`config.mk`:
```
export PLATFORM = sky130hd
export DESIGN_NAME = tinted_pixel_colorizer
export DESIGN_NICKNAME = d
export VERILOG_FILES = /design/src/sv/tpc_pkg.sv /design/src/sv/tpc_regs.sv /design/src/sv/tinted_pixel_colorizer.sv
export SDC_FILE = /design/constraint.sdc
export NUM_CORES = 2
export LEC_CHECK = 0
export ABC_AREA = 0
export ABC_CLOCK_PERIOD_IN_PS = 8000
export BUFFER_PORTS_ARGS = -buffer_cell sky130_fd_sc_hd__buf_2
export CAP_MARGIN = 5
export CORE_MARGIN = 8
export CORE_UTILIZATION = 45
export CTS_CLUSTER_SIZE = 28
export DETAILED_ROUTE_END_ITERATION = 8
export PLACE_DENSITY = 0.57
export SYNTH_ARGS = -nofsm -noshare
export SYNTH_HDL_FRONTEND = slang
export SYNTH_SLANG_ARGS = --single-unit
```
`constraint.sdc`:
```
create_clock -name i_clk -period 8 [get_ports i_clk]
set_input_delay 0.8 -clock i_clk [delete_from_list [all_inputs] [get_ports i_clk]]
set_output_delay 0.8 -clock i_clk [all_outputs]
set_load 0.02 [all_outputs]
```
`src/sv/tpc_pkg.sv`:
```
`timescale 1ns / 1ps

package tpc_pkg;

    typedef struct packed {
        logic [7:0] shade;
        logic [7:0] highlight;
        logic [7:0] coverage;
    } t_pixel_in;

    typedef struct packed {
        logic [7:0] out_red;
        logic [7:0] out_green;
        logic [7:0] out_blue;
        logic [7:0] out_alpha;
    } t_pixel_out;

    typedef struct packed {
        logic [7:0] tint_red;
        logic [7:0] tint_green;
        logic [7:0] tint_blue;
        logic [7:0] back_red;
        logic [7:0] back_green;
        logic [7:0] back_blue;
        logic       disabled_look;
        logic [1:0] output_mode;
    } t_cfg;

    typedef enum logic [2:0] {
        REG_TINT_RED      = 3'd0,
        REG_TINT_GREEN    = 3'd1,
        REG_TINT_BLUE     = 3'd2,
        REG_BACK_RED      = 3'd3,
        REG_BACK_GREEN    = 3'd4,
        REG_BACK_BLUE     = 3'd5,
        REG_DISABLED_LOOK = 3'd6,
        REG_OUTPUT_MODE   = 3'd7
    } t_reg_idx;

    localparam logic [1:0] MODE_OPAQUE = 2'd0;
    localparam logic [1:0] MODE_KEEP   = 2'd1;
    localparam logic [1:0] MODE_BLEND  = 2'd2;

    localparam int ADDR_W = 5;

endpackage

```
`src/sv/tpc_regs.sv`:
```
`timescale 1ns / 1ps

module tpc_regs import tpc_pkg::*; (
    input  logic              i_clk,
    input  logic              i_rst_n,
    input  logic              psel,
    input  logic              penable,
    input  logic              pwrite,
    input  logic [ADDR_W-1:0] paddr,
    input  logic [31:0]       pwdata,
    output logic [31:0]       prdata,
    output logic              pready,
    output t_cfg              o_cfg
);

    t_cfg     r_cfg;
    t_cfg     n_cfg;
    t_reg_idx w_idx;
    logic     w_wr;

    assign pready = 1'b1;
    assign w_idx  = t_reg_idx'(paddr[ADDR_W-1:2]);
    assign w_wr   = psel && penable && pwrite;
    assign o_cfg  = r_cfg;

    always_comb begin
        n_cfg = r_cfg;
        if (w_wr) begin
            unique case (w_idx)
                REG_TINT_RED:      n_cfg.tint_red      = pwdata[7:0];
                REG_TINT_GREEN:    n_cfg.tint_green    = pwdata[7:0];
                REG_TINT_BLUE:     n_cfg.tint_blue     = pwdata[7:0];
                REG_BACK_RED:      n_cfg.back_red      = pwdata[7:0];
                REG_BACK_GREEN:    n_cfg.back_green    = pwdata[7:0];
                REG_BACK_BLUE:     n_cfg.back_blue     = pwdata[7:0];
                REG_DISABLED_LOOK: n_cfg.disabled_look = pwdata[0];
                REG_OUTPUT_MODE:   n_cfg.output_mode   = pwdata[1:0];
                default:           n_cfg = r_cfg;
            endcase
        end
    end

    always_comb begin
        unique case (w_idx)
            REG_TINT_RED:      prdata = {24'd0, r_cfg.tint_red};
            REG_TINT_GREEN:    prdata = {24'd0, r_cfg.tint_green};
            REG_TINT_BLUE:     prdata = {24'd0, r_cfg.tint_blue};
            REG_BACK_RED:      prdata = {24'd0, r_cfg.back_red};
            REG_BACK_GREEN:    prdata = {24'd0, r_cfg.back_green};
            REG_BACK_BLUE:     prdata = {24'd0, r_cfg.back_blue};
            REG_DISABLED_LOOK: prdata = {31'd0, r_cfg.disabled_look};
            REG_OUTPUT_MODE:   prdata = {30'd0, r_cfg.output_mode};
            default:           prdata = 32'd0;
        endcase
    end

    always_ff @(posedge i_clk) begin
        if (!i_rst_n) begin
            r_cfg <= '0;
        end else begin
            r_cfg <= n_cfg;
        end
    end

endmodule

```
`src/sv/tinted_pixel_colorizer.sv`:
```
`timescale 1ns / 1ps

// Tints a stream of pixels with a configured color, then sends the result opaque,
// with its coverage kept as alpha, or blended over a background color. One pixel
// enters per cycle while o_in_stall is low, and its result leaves through a five-stage
// pipeline (tint prep, tint and highlight multiply, round and saturate, blend
// multiply, blend sum). Each stage carries its own valid bit and refills while a
// later stage is stalled, so empty stages are squeezed out and o_in_stall rises
// only when all five stages hold a pixel and the output is stalled. Write the
// registers only while the pipeline is empty.

module tinted_pixel_colorizer import tpc_pkg::*; (
    input  logic              i_clk,
    input  logic              i_rst_n,
    input  logic              i_in_valid,
    output logic              o_in_stall,
    input  t_pixel_in         i_in_data,
    output logic              o_out_valid,
    input  logic              i_out_stall,
    output t_pixel_out        o_out_data,
    input  logic              psel,
    input  logic              penable,
    input  logic              pwrite,
    input  logic [ADDR_W-1:0] paddr,
    input  logic [31:0]       pwdata,
    output logic [31:0]       prdata,
    output logic              pready
);

    t_cfg w_cfg;

    logic [4:0] r_v;
    logic [4:0] w_en;

    logic [2:0][8:0]  r_a_tint;
    logic [7:0]       r_a_gray;
    t_pixel_in        r_a_pix;

    logic [2:0][16:0] r_b_prod;
    logic [8:0]       r_b_add;
    logic [7:0]       r_b_cov;

    logic [2:0][7:0]  r_c_col;
    logic [7:0]       r_c_cov;

    logic [2:0][15:0] r_d_ca;
    logic [2:0][16:0] r_d_ba;
    logic [2:0][7:0]  r_d_col;
    logic [7:0]       r_d_cov;

    t_pixel_out       r_out;

    logic [2:0][7:0]  w_tint;
    logic [2:0][7:0]  w_back;
    logic [12:0]      w_gray_sum;
    logic [7:0]       w_gray;
    logic [2:0][8:0]  n_a_tint;
    logic [2:0][9:0]  w_dis;
    logic [2:0][16:0] n_b_prod;
    logic [8:0]       n_b_add;
    logic [15:0]      w_hg;
    logic [10:0]      w_h5;
    logic [2:0][7:0]  n_c_col;
    logic [2:0][17:0] w_rnd;
    logic [2:0][10:0] w_sum;
    logic [8:0]       w_inv;
    logic [2:0][15:0] n_d_ca;
    logic [2:0][16:0] n_d_ba;
    logic [2:0][16:0] w_ca_r;
    logic [2:0][17:0] w_ba_r;
    logic [2:0][9:0]  w_bl;
    t_pixel_out       n_out;

    tpc_regs u_regs (
        .i_clk   (i_clk),
        .i_rst_n (i_rst_n),
        .psel    (psel),
        .penable (penable),
        .pwrite  (pwrite),
        .paddr   (paddr),
        .pwdata  (pwdata),
        .prdata  (prdata),
        .pready  (pready),
        .o_cfg   (w_cfg)
    );

    assign w_tint = {w_cfg.tint_blue, w_cfg.tint_green, w_cfg.tint_red};
    assign w_back = {w_cfg.back_blue, w_cfg.back_green, w_cfg.back_red};

    always_comb begin
        w_en[4] = !r_v[4] || !i_out_stall;
        for (int k = 3; k >= 0; k--) begin
            w_en[k] = !r_v[k] || w_en[k+1];
        end
    end

    assign o_in_stall  = !w_en[0];
    assign o_out_valid = r_v[4];
    assign o_out_data  = r_out;

    // tint prep
    always_comb begin
        w_gray_sum = 13'(w_cfg.tint_red) * 13'd11 + 13'(w_cfg.tint_green) * 13'd16
                   + 13'(w_cfg.tint_blue) * 13'd5;
        w_gray     = w_gray_sum[12:5];
        for (int c = 0; c < 3; c++) begin
            w_dis[c] = 10'(w_tint[c]) * 10'd3 + 10'(w_gray);
            if (w_cfg.disabled_look) begin
                n_a_tint[c] = {1'b0, w_dis[c][9:2]};
            end else begin
                n_a_tint[c] = 9'(w_tint[c]) + 9'd2;
            end
        end
    end

    // tint and highlight multiply
    always_comb begin
        w_hg = 16'(r_a_pix.highlight) * 16'(r_a_gray) + 16'd127;
        w_h5 = 11'(r_a_pix.highlight) * 11'd5;
        if (w_cfg.disabled_look) begin
            n_b_add = {1'b0, w_hg[15:8]};
        end else if (r_a_pix.shade != 8'd0) begin
            n_b_add = w_h5[10:2];
        end else begin
            n_b_add = {1'b0, r_a_pix.highlight};
        end
        for (int c = 0; c < 3; c++) begin
            n_b_prod[c] = 17'(r_a_tint[c]) * 17'(r_a_pix.shade);
        end
    end

    // round and saturate
    always_comb begin
        for (int c = 0; c < 3; c++) begin
            w_rnd[c] = 18'(r_b_prod[c]) + 18'd127;
            w_sum[c] = 11'(w_rnd[c][17:8]) + 11'(r_b_add);
            n_c_col[c] = (w_sum[c] > 11'd255) ? 8'hFF : w_sum[c][7:0];
        end
    end

    // blend multiply
    always_comb begin
        w_inv = 9'd256 - 9'(r_c_cov);
        for (int c = 0; c < 3; c++) begin
            n_d_ca[c] = 16'(r_c_col[c]) * 16'(r_c_cov);
            n_d_ba[c] = 17'(w_back[c]) * 17'(w_inv);
        end
    end

    // blend sum and output select
    always_comb begin
        for (int c = 0; c < 3; c++) begin
            w_ca_r[c] = 17'(r_d_ca[c]) + 17'd127;
            w_ba_r[c] = 18'(r_d_ba[c]) + 18'd127;
            w_bl[c]   = 10'(w_ca_r[c][16:8]) + w_ba_r[c][17:8];
        end
        n_out.out_red   = r_d_col[0];
        n_out.out_green = r_d_col[1];
        n_out.out_blue  = r_d_col[2];
        n_out.out_alpha = 8'hFF;
        case (w_cfg.output_mode)
            MODE_KEEP: begin
                n_out.out_alpha = r_d_cov;
            end
            MODE_BLEND: begin
                n_out.out_red   = w_bl[0][7:0];
                n_out.out_green = w_bl[1][7:0];
                n_out.out_blue  = w_bl[2][7:0];
            end
            default: begin
                n_out.out_alpha = 8'hFF;
            end
        endcase
    end

    always_ff @(posedge i_clk) begin
        if (!i_rst_n) begin
            r_v <= '0;
        end else begin
            if (w_en[0]) begin
                r_v[0] <= i_in_valid;
            end
            for (int k = 1; k < 5; k++) begin
                if (w_en[k]) begin
                    r_v[k] <= r_v[k-1];
                end
            end
        end
    end

    always_ff @(posedge i_clk) begin
        if (w_en[0]) begin
            r_a_tint <= n_a_tint;
            r_a_gray <= w_gray;
            r_a_pix  <= i_in_data;
        end
        if (w_en[1]) begin
            r_b_prod <= n_b_prod;
            r_b_add  <= n_b_add;
            r_b_cov  <= r_a_pix.coverage;
        end
        if (w_en[2]) begin
            r_c_col <= n_c_col;
            r_c_cov <= r_b_cov;
        end
        if (w_en[3]) begin
            r_d_ca  <= n_d_ca;
            r_d_ba  <= n_d_ba;
            r_d_col <= r_c_col;
            r_d_cov <= r_c_cov;
        end
        if (w_en[4]) begin
            r_out <= n_out;
        end
    end

endmodule

```
== Word level (Yosys, flattened, before mapping) ==
Index checks and enable logic that the tools add are counted.

* Register bits: 375
* Logic and storage cells: 133

* Add/subtract/negate cells: 25
* Muxes and demuxes: 7
* Order comparisons: 3
* Bitwise logic cells: 1
* Equal/unequal tests: 9
* $mul: 16
* Reductions and logical operators: 25

{| class="wikitable"
|+ Operators with widths
! operator !! number
|-
| case mux 32 bit (8 select lines) || 1
|-
| adder 16 x 7 -> 16 bit, second input constant || 7
|-
| multiplier 8 x 8 -> 16 bit || 4
|-
| adder 17 x 7 -> 18 bit, second input constant || 3
|-
| multiplier 9 x 8 -> 17 bit || 3
|-
| multiplier 8 x 9 -> 16 bit || 3
|-
| 2-to-1 mux 8 bit || 5
|-
| adder 10 x 9 -> 11 bit || 3
|-
| > comparator 11 x 8 -> 1 bit, second input constant || 3
|-
| adder 10 x 8 -> 10 bit || 3
|-
| multiplier 8 x 2 -> 10 bit, second input constant || 3
|-
| adder 8 x 2 -> 9 bit, second input constant || 3
|-
| adder 8 bit || 3
|-
| 2-to-1 mux 24 bit || 1
|-
| multiplier 8 x 3 -> 11 bit, second input constant || 2
|-
| AND reduction 2 bit || 8
|-
| adder 12 x 12 -> 13 bit || 1
|-
| adder 13 x 11 -> 13 bit || 1
|-
| equality test 3 bit, second input constant || 4
|-
| multiplier 8 x 4 -> 12 bit, second input constant || 1
|-
| subtractor 9 x 8 -> 9 bit, first input constant || 1
|-
| nonzero test 8 bit || 1
|-
| zero test 1 bit || 7
|-
| equality test 3 x 2 -> 1 bit, second input constant || 2
|-
| other kinds (8) || 13
|}

== Logic depth before layout (Yosys ltp) ==
* Word-level depth: 7
* Mapped depth: 23
* Mapped depth without buffers: 23

== Hierarchy ==
From an unflattened synthesis, not the netlist that was laid out.

* Cell total of the unflattened synthesis: 4120
* Area total of the unflattened synthesis: 40938.0 µm²

{| class="wikitable"
|+ By module, submodules not included
! module !! cells an instance !! times used !! seq. area each (µm²) !! area each (µm²)
|-
| tinted_pixel_colorizer || 3801 || 1 || 9679.3 || 38440.6
|-
| tpc_regs || 319 || 1 || 1021.0 || 2497.4
|}

== Worst setup path before layout ==
Ideal clock, no wire load.

* Path type: register to register
* Start point: register u_regs.r_cfg, in the netlist u_regs.o_cfg[46]
* End point: register r_a_tint[24] in the netlist's numbering, data pin
* Library setup time: 0.260 ns
* Path slack: 2.352 ns
* Data arrival time: 5.388 ns
* Path buffers: 0
* Cell stages (with the launch flop): 20
* Period minus slack after synthesis: 5.648 ns
* Cell sequence: dfxtp_1 -> ha_1 -> fa_1 -> fa_1 -> inv_1 -> fa_1 -> inv_1 -> ha_1 -> o21a_1 -> nor2_1 -> nor2_1 -> a21oi_1 -> o21ai_0 -> nor3b_1 -> fa_1 -> ha_1 -> or2_2 -> a21oi_1 -> a21oi_1 -> mux2_2

{| class="wikitable"
|+ RTL lines
! what !! line !! RTL
|-
| start: declaration || tpc_regs.sv:16 || <nowiki>t_cfg r_cfg;</nowiki>
|-
| start signal: assignment || tpc_regs.sv:61 || <nowiki>r_cfg <= n_cfg;</nowiki>
|-
| end signal: assignment || tinted_pixel_colorizer.sv:193 || <nowiki>r_a_tint <= n_a_tint;</nowiki>
|-
| end: declaration || tinted_pixel_colorizer.sv:35 || <nowiki>logic [2:0][8:0] r_a_tint;</nowiki>
|}

==> results.cfg <==
[routing]
drtIter0Drc = 1438
routed_wl_mm = 92.1
dr.pass1.iters = 5
vias = 27400
via_per_inst = 5.12
drcViolationCount = 0
wl_per_cell_um = 17.2
antenna_left = 0

[die]
io-pin-count = 135
start_util_pct = 45.2
core_area_sq_um = 91100
dieArea_sq_um = 101000
die_h_um = 318
std_cell_rows = 111
die_w_um = 318

[cells_and_area]
area_growth_pct = 7.37
ff_latch_area_sq_um = 10700
fin_area_sq_um = 44200
multi_input_area_sq_um = 27700
fillers = 8554
layout-drive-gt1-share_pct = 5.83
nNetsFinal = 5137

[grt]
track_usage_pct = 18.4
overflow = 0
grt_pass1_wl_mm = 152
grt_max_degree = 73
grt_pass1_vias = 28200
antenna_found_initial = 0

[logic_synthesis]
synth-seq-cells = 375
async_reset_ff_share_pct = 0
synth_top_area_cell = edfxtp_1
synth-edff-count = 319
ys.flop_type = edfxtp_1
netlist_area_sq_um = 41200
synth_cells = 4106
synth_top_cell_area_share_pct = 23.3
synth.avg_cell_area_sq_um = 10.0
seq_area_frac_synth_pct = 26.0
synthTopCellsByArea = edfxtp_1 23%, fa_1 22%, ha_1 15%, inv_1 5.4%, and2_1 5.2%
yosys_warnings = 0
ys_types = 85
synth_commonest_cells = 589 x inv_1, 487 x ha_1, 460 x nand2_1, 451 x fa_1, 343 x and2_1
yosysMostFrequentCell = inv_1

[clock_network]
cts_root_buf = clkbuf_16
cts_tree = done
cts_resized = 0
post_cts_buffers = 0
holdBufCountCts = 0
cts_buffer_depth = 3
cts.clk_slew.worst_paths_ns = 0.05
clkSinkCount = 375
cts_buffers = 46
cts-htree-levels = 2
clk_latency_ns = 0.60

[timing]
setup_viol_count_final = 0
post-route-period-util_pct = 82.0
slew_viol_final = 0
fin_tns_setup_ns = 0
period_minus_slack_ns = 6.56
rsz0062_at_grt = false
worstMarginPinSlew_ns = 1.17
fin_skew_ns = 0.0267
max_freq_mhz = 152
max-slew-margin-rel_pct = 22.0
finalHoldViolations = 0

[pwr]
p_leak_nw = 21.5
powerDensity_nw_per_um2 = 257
ir_drop_mv = 0.355

[setup_path]
cp-start-kind = flop
path_max_fanout = 9
crit_required_ns = 8.29
crit_type = reg -> reg
cp.arrival_ns = 6.85
cp-end-kind = flop

[placement]
gp_congestion = 0.822
hpwl_mm = 70.4
placed_area_sq_um = 42700
portBuffers = 83

[min_path]
hold_class = in -> reg

[outcome]
outcome = completed

[job]
maxCapViolCount = 0
## report_power, final
| group | leakage, nW | switching [W] | total, W | internal, W |
|---|---|---|---|---|
| clock | 0.709 | 0.000842 | 0.00205 | 0.00121 |
| combinational | 16.8 | 0.00329 | 0.00613 | 0.00283 |
| sequential | 3.99 | 0.000329 | 0.00316 | 0.00283 |
## layout by cell type, fill, tap and decap left out, types with 16 or more instances in the layout
cell / n
inv_1: 587
ha_1: 487
nand2_1: 459
fa_1: 451
and2_1: 343
edfxtp_1: 319
xnor2_1: 193
nor2_1: 121
a21oi_1: 121
o21ai_0: 99
nor2b_1: 87
buf_2: 83
xor2_1: 66
mux2i_1: 63
dfxtp_1: 55
nand3_1: 53
clkbuf_16: 47
nor3_1: 40
nand2b_1: 38
a21o_1: 37
o21a_1: 36
and3_1: 35
buf_4: 32
a211oi_1: 27
conb_1: 25
or3_1: 19
nor4_1: 17
o21bai_1: 16
## flip-flops by register name, indices dropped and copies added (netlist names)
register and cells:
o_out_data 32, r_a_gray 8, r_a_pix 24, r_a_tint 27, r_b_add 9, r_b_cov 8
r_b_prod 51, r_c_col 24, r_c_cov 8, r_d_ba 48, r_d_ca 48, r_d_col 24
r_d_cov 8, r_v 5, u_regs.o_cfg 51
## cell type report
type,instances,area share [%]
multi-input combinational,3004,62.6
sequential,375,24.2
inverter,589,5.01
tap,1186,3.36
clock buffer,62,2.88
timing repair buffer,115,1.48
clock inverter,22,0.439
antenna,1,0.00566
## layer usage
layer | routed length [um] | GRT usage (%) | part of all wire, %
met1 | 42400 | 24.1 | 46
met2 | 44000 | 31.8 | 48
met3 | 3140 | 2.32 | 3.4
met4 | 2560 | 5.33 | 2.8
met5 | 0 | 0 | 0
## path summary, 6_finish.rpt
check,startpoint,to,slack (ns),depth (start not counted)
worst max-delay path,u_regs.o_cfg[45],r_a_tint[4],1.44,20
worst min-delay path,i_in_data[9],r_a_pix[9],0.38,1
worst max register to register,u_regs.o_cfg[45],r_a_tint[4],1.44,20
worst min register to register,r_a_pix[6],r_b_cov[6],0.42,0
## critical path, stage by stage (launching register included)
cell and delay [ns]:
dfxtp_1 0.63, ha_1 0.24, inv_1 0.05, fa_1 0.50, inv_1 0.06, fa_1 0.55, ha_1 0.23, ha_1 0.29
nand3_1 0.08, o21ai_2 0.26, a21oi_1 0.15, nor2b_1 0.12, nor2_1 0.06, xnor2_1 0.75, fa_1 0.59, ha_1 0.31
and3_1 0.18, a211o_1 0.31, a21oi_1 0.25, nor2_1 0.08, a211oi_1 0.60
## logic make-up after synthesis
family	Yosys count	share of synthesized area, %
simple gates	1259	15.5
fa+ha+maj	938	36.7
buf+inv	750	7.11
compound gates	437	6.95
flops	375	26.0
xor+xnor	266	5.68
mux	79	2.02
other cells	2	0.0182
## metrics by stage
step / cells / worst slack, ns / hold WS (ns) / utilization (%) / power (W)
after floorplan: 4129 / 2.35 / 0.400 / - / 0.00801
after global placement: 5269 / 1.40 / 0.403 / 46.9 / 0.00927
after detailed placement: 5269 / 1.38 / 0.405 / 46.9 / 0.00934
after CTS: 5353 / 1.35 / 0.326 / 48.5 / 0.0115
after global routing: 5353 / 0.991 / 0.345 / 48.5 / 0.0125
final: 5354 / 1.44 / 0.377 / 48.5 / 0.0113
Power figures use the tool's default switching activity.
